===== src/sv/tnbt_pkg.sv =====
`timescale 1ns / 1ps
// ----------------------------------------------------------------------------
// tnbt_pkg: shared types and constants of the timed name block table
// Holds the transaction structs, the slot row layout and the byte mask helper.
// ----------------------------------------------------------------------------
package tnbt_pkg;

    localparam int          TABLE_SLOTS_DEF = 10;
    localparam int          NAME_MAX_BYTES  = 32;
    localparam logic [15:0] TIMEOUT_RESET   = 16'd60;

    localparam logic [1:0] CODE_FREE     = 2'd0;
    localparam logic [1:0] CODE_BLOCKED  = 2'd1;
    localparam logic [1:0] CODE_INSERTED = 2'd2;
    localparam logic [1:0] CODE_FULL     = 2'd3;

    typedef struct packed {
        logic [31:0] now_seconds;
        logic [5:0]  name_length;
        logic [63:0] name_bytes_24_31;
        logic [63:0] name_bytes_16_23;
        logic [63:0] name_bytes_8_15;
        logic [63:0] name_bytes_0_7;
        logic        op;
    } t_in_item;

    typedef struct packed {
        logic [1:0] result_code;
        logic [3:0] slot_index;
    } t_out_item;

    typedef struct packed {
        logic [255:0] name;
        logic [5:0]   len;
        logic [31:0]  expiry;
    } t_slot_row;

    typedef struct packed {
        logic expired;
        logic same;
    } t_match;

    function automatic logic [255:0] byte_mask(input logic [5:0] len);
        logic [255:0] m;
        m = '0;
        for (int i = 0; i < NAME_MAX_BYTES; i++) begin
            m[i*8 +: 8] = {8{6'(i) < len}};
        end
        return m;
    endfunction

endpackage


===== src/sv/tnbt_slot_ram.sv =====
`timescale 1ns / 1ps
// ----------------------------------------------------------------------------
// tnbt_slot_ram: slot storage
// One row per slot with name bytes, length and expiry; registered read port.
// ----------------------------------------------------------------------------
module tnbt_slot_ram #(
    parameter int DEPTH = tnbt_pkg::TABLE_SLOTS_DEF,
    parameter int AW    = 4
) (
    input  logic                 i_clk,
    input  logic                 i_we,
    input  logic [AW-1:0]        i_waddr,
    input  tnbt_pkg::t_slot_row  i_wdata,
    input  logic                 i_re,
    input  logic [AW-1:0]        i_raddr,
    output tnbt_pkg::t_slot_row  o_rdata
);
    import tnbt_pkg::*;

    t_slot_row r_mem [DEPTH];
    t_slot_row r_rdata;

    always_ff @(posedge i_clk) begin
        if (i_we) begin
            r_mem[i_waddr] <= i_wdata;
        end
    end

    always_ff @(posedge i_clk) begin
        if (i_re) begin
            r_rdata <= r_mem[i_raddr];
        end
    end

    assign o_rdata = r_rdata;

endmodule


===== src/sv/tnbt_match.sv =====
`timescale 1ns / 1ps
// ----------------------------------------------------------------------------
// tnbt_match: slot compare unit
// Checks one stored row against the looked-up name and the current time.
// ----------------------------------------------------------------------------
module tnbt_match (
    input  tnbt_pkg::t_slot_row i_row,
    input  logic [255:0]        i_name,
    input  logic [5:0]          i_len,
    input  logic [31:0]         i_now,
    output tnbt_pkg::t_match    o_match
);
    import tnbt_pkg::*;

    logic [255:0] mask;

    assign mask = byte_mask(i_len);

    always_comb begin
        o_match.expired = (i_row.expiry <= i_now);
        o_match.same    = (i_len <= 6'(NAME_MAX_BYTES)) && (i_row.len == i_len) &&
                          ((i_row.name & mask) == (i_name & mask));
    end

endmodule


===== src/sv/timed_name_block_table.sv =====
`timescale 1ns / 1ps
// ----------------------------------------------------------------------------
// timed_name_block_table: table of blocked names with expiry times
// A transaction is taken when start is high and busy is low. An insert walks
// the slot occupancy flags one slot per cycle and writes the first empty slot.
// A lookup reads one slot row per cycle from the slot memory and checks it in
// the compare unit; the lookup also purges the expired slots that it checks.
// Busy stays high for the whole walk.
// The result appears on o_result for exactly one cycle with o_result_valid
// high; the receiver cannot stall, and the next start can be taken in that
// same cycle. The timeout register is written whenever i_cfg_we is high.
// Reset clears the occupancy flags, so every slot reads as empty at once with
// no clearing pass, and sets the timeout back to 60 seconds.
// ----------------------------------------------------------------------------
module timed_name_block_table #(
    parameter int TABLE_SLOTS = tnbt_pkg::TABLE_SLOTS_DEF
) (
    input  logic                i_clk,
    input  logic                i_rst_n,
    input  logic                start,
    output logic                busy,
    input  tnbt_pkg::t_in_item  i_cmd,
    output logic                o_result_valid,
    output tnbt_pkg::t_out_item o_result,
    input  logic                i_cfg_we,
    input  logic [15:0]         i_cfg_wdata
);
    import tnbt_pkg::*;

    localparam int SW = (TABLE_SLOTS > 1) ? $clog2(TABLE_SLOTS) : 1;
    localparam int CW = $clog2(TABLE_SLOTS + 1);

    localparam logic [1:0] S_IDLE = 2'd0;
    localparam logic [1:0] S_INS  = 2'd1;
    localparam logic [1:0] S_LOOK = 2'd2;

    logic [1:0]             r_state,   n_state;
    logic [CW-1:0]          r_slot,    n_slot;
    logic                   r_cmp_vld, n_cmp_vld;
    logic [CW-1:0]          r_cmp_slot, n_cmp_slot;
    logic [TABLE_SLOTS-1:0] r_occ,     n_occ;
    logic                   r_res_vld, n_res_vld;
    t_out_item              r_res,     n_res;
    t_in_item               r_item;
    logic [15:0]            r_timeout;

    logic [255:0] name;
    logic [5:0]   slen;
    logic [SW-1:0] slot_idx;
    logic [SW-1:0] cmp_idx;
    logic         mem_we;
    logic         mem_re;
    t_slot_row    wr_row;
    t_slot_row    rd_row;
    t_match       match;

    assign name     = {r_item.name_bytes_24_31, r_item.name_bytes_16_23,
                       r_item.name_bytes_8_15, r_item.name_bytes_0_7};
    assign slen     = (r_item.name_length > 6'(NAME_MAX_BYTES)) ?
                      6'(NAME_MAX_BYTES) : r_item.name_length;
    assign slot_idx = r_slot[SW-1:0];
    assign cmp_idx  = r_cmp_slot[SW-1:0];

    always_comb begin
        wr_row.name   = name & byte_mask(slen);
        wr_row.len    = slen;
        wr_row.expiry = r_item.now_seconds + {16'd0, r_timeout};
    end

    tnbt_slot_ram #(
        .DEPTH (TABLE_SLOTS),
        .AW    (SW)
    ) u_ram (
        .i_clk   (i_clk),
        .i_we    (mem_we),
        .i_waddr (slot_idx),
        .i_wdata (wr_row),
        .i_re    (mem_re),
        .i_raddr (slot_idx),
        .o_rdata (rd_row)
    );

    tnbt_match u_match (
        .i_row   (rd_row),
        .i_name  (name),
        .i_len   (r_item.name_length),
        .i_now   (r_item.now_seconds),
        .o_match (match)
    );

    always_comb begin
        n_state    = r_state;
        n_slot     = r_slot;
        n_cmp_vld  = r_cmp_vld;
        n_cmp_slot = r_cmp_slot;
        n_occ      = r_occ;
        n_res_vld  = 1'b0;
        n_res      = r_res;
        mem_we     = 1'b0;
        mem_re     = 1'b0;
        case (r_state)
            S_IDLE: begin
                if (start) begin
                    n_slot    = '0;
                    n_cmp_vld = 1'b0;
                    n_state   = i_cmd.op ? S_INS : S_LOOK;
                end
            end
            S_INS: begin
                if (!r_occ[slot_idx]) begin
                    mem_we           = 1'b1;
                    n_occ[slot_idx]  = (slen != 6'd0) && (name[7:0] != 8'd0);
                    n_res.result_code = CODE_INSERTED;
                    n_res.slot_index  = 4'(slot_idx);
                    n_res_vld        = 1'b1;
                    n_state          = S_IDLE;
                end else if (r_slot == CW'(TABLE_SLOTS - 1)) begin
                    n_res.result_code = CODE_FULL;
                    n_res.slot_index  = 4'd0;
                    n_res_vld        = 1'b1;
                    n_state          = S_IDLE;
                end else begin
                    n_slot = r_slot + 1'b1;
                end
            end
            S_LOOK: begin
                mem_re     = (r_slot < CW'(TABLE_SLOTS));
                n_cmp_vld  = mem_re;
                n_cmp_slot = r_slot;
                if (mem_re) begin
                    n_slot = r_slot + 1'b1;
                end
                if (r_cmp_vld) begin
                    if (r_occ[cmp_idx] && match.expired) begin
                        n_occ[cmp_idx] = 1'b0;
                    end
                    if (r_occ[cmp_idx] && !match.expired && match.same) begin
                        n_res.result_code = CODE_BLOCKED;
                        n_res.slot_index  = 4'(cmp_idx);
                        n_res_vld        = 1'b1;
                        n_state          = S_IDLE;
                    end else if (r_cmp_slot == CW'(TABLE_SLOTS - 1)) begin
                        n_res.result_code = CODE_FREE;
                        n_res.slot_index  = 4'd0;
                        n_res_vld        = 1'b1;
                        n_state          = S_IDLE;
                    end
                end
            end
            default: begin
                n_state = S_IDLE;
            end
        endcase
    end

    always_ff @(posedge i_clk) begin
        if (!i_rst_n) begin
            r_state   <= S_IDLE;
            r_slot    <= '0;
            r_cmp_vld <= 1'b0;
            r_cmp_slot <= '0;
            r_occ     <= '0;
            r_res_vld <= 1'b0;
        end else begin
            r_state   <= n_state;
            r_slot    <= n_slot;
            r_cmp_vld <= n_cmp_vld;
            r_cmp_slot <= n_cmp_slot;
            r_occ     <= n_occ;
            r_res_vld <= n_res_vld;
        end
    end

    always_ff @(posedge i_clk) begin
        r_res <= n_res;
        if (start && !busy) begin
            r_item <= i_cmd;
        end
    end

    always_ff @(posedge i_clk) begin
        if (!i_rst_n) begin
            r_timeout <= TIMEOUT_RESET;
        end else if (i_cfg_we) begin
            r_timeout <= i_cfg_wdata;
        end
    end

    assign busy           = (r_state != S_IDLE);
    assign o_result_valid = r_res_vld;
    assign o_result       = r_res;

endmodule


===== config.mk =====
export PLATFORM = sky130hd
export DESIGN_NAME = timed_name_block_table
export DESIGN_NICKNAME = d
export VERILOG_FILES = /design/src/sv/tnbt_pkg.sv /design/src/sv/tnbt_slot_ram.sv /design/src/sv/tnbt_match.sv /design/src/sv/timed_name_block_table.sv
export SDC_FILE = /design/constraint.sdc
export NUM_CORES = 2
export LEC_CHECK = 0
export BUFFER_PORTS_ARGS = -buffer_cell sky130_fd_sc_hd__buf_2
export CORE_ASPECT_RATIO = 2
export CORE_MARGIN = 5
export CORE_UTILIZATION = 62
export DETAILED_ROUTE_END_ITERATION = 8
export PLACE_DENSITY = 0.79
export SLEW_MARGIN = 30
export SYNTH_ARGS = -nofsm -noshare
export SYNTH_HDL_FRONTEND = slang
export SYNTH_SLANG_ARGS = --single-unit

===== constraint.sdc =====
create_clock -name i_clk -period 18.4 [get_ports i_clk]
set_input_delay 3.68 -clock i_clk [delete_from_list [all_inputs] [get_ports i_clk]]
set_output_delay 3.68 -clock i_clk [all_outputs]
set_load 0.1 [all_outputs]

==> flow_metrics.env <==
export IMPL_status="complete, no violations"
export IMPL_grt_usage_pct=26.2
export IMPL_area_growth_syn_to_layout_pct=11.0
export IMPL_clk_latency_ns=0.86
export IMPL_antenna_found_initial=20
export IMPL_synth_edf_count=3534
export IMPL_yosysTopAreaCell="edfxtp_1"
export IMPL_whs_ns=0.495
export IMPL_gp_congestion=0.802
export IMPL_postCtsSetupRepairBufs=0
export IMPL_die_area_mm2=0.233
export IMPL_rrSetupSlack_ns=11.30
export IMPL_yosysUniqueCellTypes=81
export IMPL_async_reset_ff_share_pct=0
export IMPL_synthesis_area_mm2=0.138
export IMPL_port_buffers=322
export IMPL_crit_path_max_fanout=78
export IMPL_irDropWorstVdd_mv=0.107
export IMPL_clkTransAtPathRegs_ns=0.06
export IMPL_dp_slack_ns=11.19
export IMPL_rows=245
export IMPL_fin_cells=10400
export IMPL_drv_slew=0
export IMPL_hpwlAfterDp_um=167000
export IMPL_drive_gt1_share_pct=20.3
export IMPL_routedWlPerCell_um=29.3
export IMPL_worst_setup_path_type="flip-flop to flip-flop"
export IMPL_path_cells="buf_4 -> buf_4 -> buf_4 -> buf_4 -> buf_4 -> buf_12 -> buf_16 -> mux4_2 -> nor2b_1 -> a211oi_1 -> a21oi_1"
export IMPL_routed_via_count=67700
export IMPL_critical_path_arrival_ns=7.66
export IMPL_cp_start_kind="flip-flop"
export IMPL_die_w_um=344
export IMPL_routed_wirelength_um=306000
export IMPL_grt_pass1_vias=70800
export IMPL_netlist_area_leader_share_pct=76.8
export IMPL_hold_viol_final=0
export IMPL_fin_tns_setup_ns=0
export IMPL_core_mm2=0.222
export IMPL_cts_sinks=3572
export IMPL_min_path_type="flip-flop to flip-flop"
export IMPL_worst_slew_pin_slew_ns=1.25
export IMPL_powerDensity_mw_per_mm2=125
export IMPL_grt_max_degree=185
export IMPL_timing_final_crit_share_pct=38.6
export IMPL_crit_path_frequent_cell="buf_4"
export IMPL_syn_avg_cell_area_um2=20.3
export IMPL_viasPerCell=6.49
export IMPL_fmaxAchievable_mhz=141
export IMPL_cts_buffers=301
export IMPL_setup_viol=0
export IMPL_drt_iter0_markers=7169
export IMPL_skew_ns=0.0504
export IMPL_wl_met3_um=23600
export IMPL_period_needed_ns=7.10
export IMPL_setup_slack_ns=11.30
export IMPL_dp_cells=9884
export IMPL_num_nets_final=7603
export IMPL_route_met2_wl_um=161000
export IMPL_first_pass_iters=6
export IMPL_synthTopCellsByArea="edfxtp_1 77%, mux4_2 9.7%, mux2i_1 2.3%"
export IMPL_grt_overflow_total=0
export IMPL_synthCells=6812
export IMPL_ys_warn_count=0
export IMPL_required_ns=18.96
export IMPL_drcViolationCount=0
export IMPL_cts_resized=0
export IMPL_die_y_um=678
export IMPL_final_area_mm2=0.153
export IMPL_top_layer_used="met5"
export IMPL_maxCapViolations=0
export IMPL_max_stage_delay_ns=0.84
export IMPL_ys_ff_latch=3572
export IMPL_p_leak_nw=47.9
export IMPL_io_pins=323
export IMPL_cts_max_level=5
export IMPL_power_mw=19.2
export IMPL_wl_met1_um=113000
export IMPL_relSlewSlack_pct=16.7
export IMPL_cts_root_buf="clkbuf_16"
export IMPL_hold_buffers=0
export IMPL_start_util_pct=62.2
export IMPL_ys_seq_area_share_pct=77.4
export IMPL_grt_pass1_wl_um=454000
export IMPL_synth_top_flop_cell="edfxtp_1"
export IMPL_synth_nets=7184
export IMPL_cts_path_max_buffers=4
export IMPL_end_kind="flip-flop"
export IMPL_cts_tree="yes"
export IMPL_cp_slowest_cell="buf_4"
export IMPL_final_core_util_pct=69.0
export IMPL_antenna_left=0
export IMPL_rsz0062_at_grt="false"
export IMPL_place_area_mm2=0.143
==> cell type report <==
class	instances	area, um2
inverter	53	199
antenna	9	22.5
tap	2964	3710
timing repair buffer	444	2910
fill	13300	68900
multi-input combinational	2859	29900
clock inverter	164	1650
clock buffer	377	8030
sequential	3572	107000
==> flip-flops by register name (all words and copies together), names as in the netlist, 2 cells and up <==
name and flops:
r_item 38, r_slot 4, cmp_idx 4, r_state 2
o_result 6, u_ram.o_rdata 294, name 256, u_ram.r_mem 2940
r_occ 10, r_timeout 16
==> layer usage <==
| layer | up-vias | global-route usage [%] |
|---|---|---|
| li1 | 28500 | - |
| met3 | 562 | 3.82 |
| met4 | 16 | 7.77 |
| met1 | 35400 | 35.1 |
| met5 | - | 0 |
| met2 | 3280 | 45.4 |
==> cells by family (layout without fill, tap and decap cells) <==
| family | count (synthesis) | after routing | synth area share [%] |
|---|---|---|---|
| mux | 913 | 913 | 12.0 |
| flops | 3572 | 3572 | 77.4 |
| xor+xnor | 288 | 288 | 1.83 |
| simple gates | 836 | 836 | 3.63 |
| buf+inv | 381 | 1038 | 1.09 |
| other cells | 0 | 9 | 0 |
| compound gates | 765 | 765 | 3.59 |
| fa+ha+maj | 57 | 57 | 0.522 |
==> power by group <==
part           internal [mW]  leakage, nW  switching (mW)  total [mW]
Sequential              9.84         32.5           0.257        10.1
Combinational           1.10         10.7            1.61        2.71
Clock                   3.52         4.68            2.83        6.35
==> path summary, 6_finish.rpt <==
path	start	depth (start not counted)	end
worst max-delay path	r_slot[0]$_SDFFE_PN0P_	11	u_ram.o_rdata[137]$_DFFE_PP_
worst min-delay path	r_timeout[4]$_SDFFE_PN1P_	2	r_timeout[4]$_SDFFE_PN1P_
worst max register to register	r_slot[0]$_SDFFE_PN0P_	11	u_ram.o_rdata[137]$_DFFE_PP_
worst min register to register	r_timeout[4]$_SDFFE_PN1P_	2	r_timeout[4]$_SDFFE_PN1P_
==> cells in the final DEF (no fill, tap or decap), types with 14 or more instances in the layout <==
cell        Yosys  final
ha_1           56     56
o21ai_1        15     14
mux4_2        592    592
inv_1          51     51
clkinvlp_4      0     20
nor4_1         70     69
clkinv_1        1     50
nand2_1        48     48
dfxtp_1        38     34
a211oi_1      300    300
clkbuf_1      196     64
xnor2_1        29     24
nor3_1         15     15
buf_2          40    322
clkinv_2        0     42
xor2_1        259    259
and2_1        142    141
bufinv_16       0     28
edfxtp_1     3534   3534
inv_6           0     15
nor2_1         55     45
a21oi_1       346    343
buf_4           2     88
nor2b_1       446    446
buf_12          0     16
mux2i_1       321    321
clkbuf_16       0    309
==> synth_stat cells, types with 3 or more instances <==
library cell	instances
nand2b_1	4
buf_2	40
a21boi_1	9
a211oi_1	300
a31oi_1	5
inv_1	51
a21oi_2	7
nor2b_1	446
buf_1	88
and3_1	4
or2_1	4
a22o_1	4
nand3_1	10
nand4_1	11
mux4_2	592
and4_1	6
nor4_1	70
clkbuf_1	196
a32o_1	3
nand2_1	48
or4_1	5
a31oi_2	4
o21a_1	6
nor2_1	55
a21oi_1	346
xor2_1	259
or3_1	4
dfxtp_1	38
a21o_1	12
o21ai_1	15
and2_1	142
mux2i_1	321
a2111oi_0	5
ha_1	56
o311ai_1	7
nor3_1	15
o21ai_0	10
xnor2_1	29
edfxtp_1	3534
==> worst max-delay path, delay by kind of cell (launching register included) <==
family / cells / cell delay, ns
buf+inv: 7 / 4.69
simple gates: 1 / 0.15
flops: 1 / 0.73
compound gates: 2 / 0.38
mux: 1 / 0.60
Note: power is estimated with default switching activity, not from simulation.
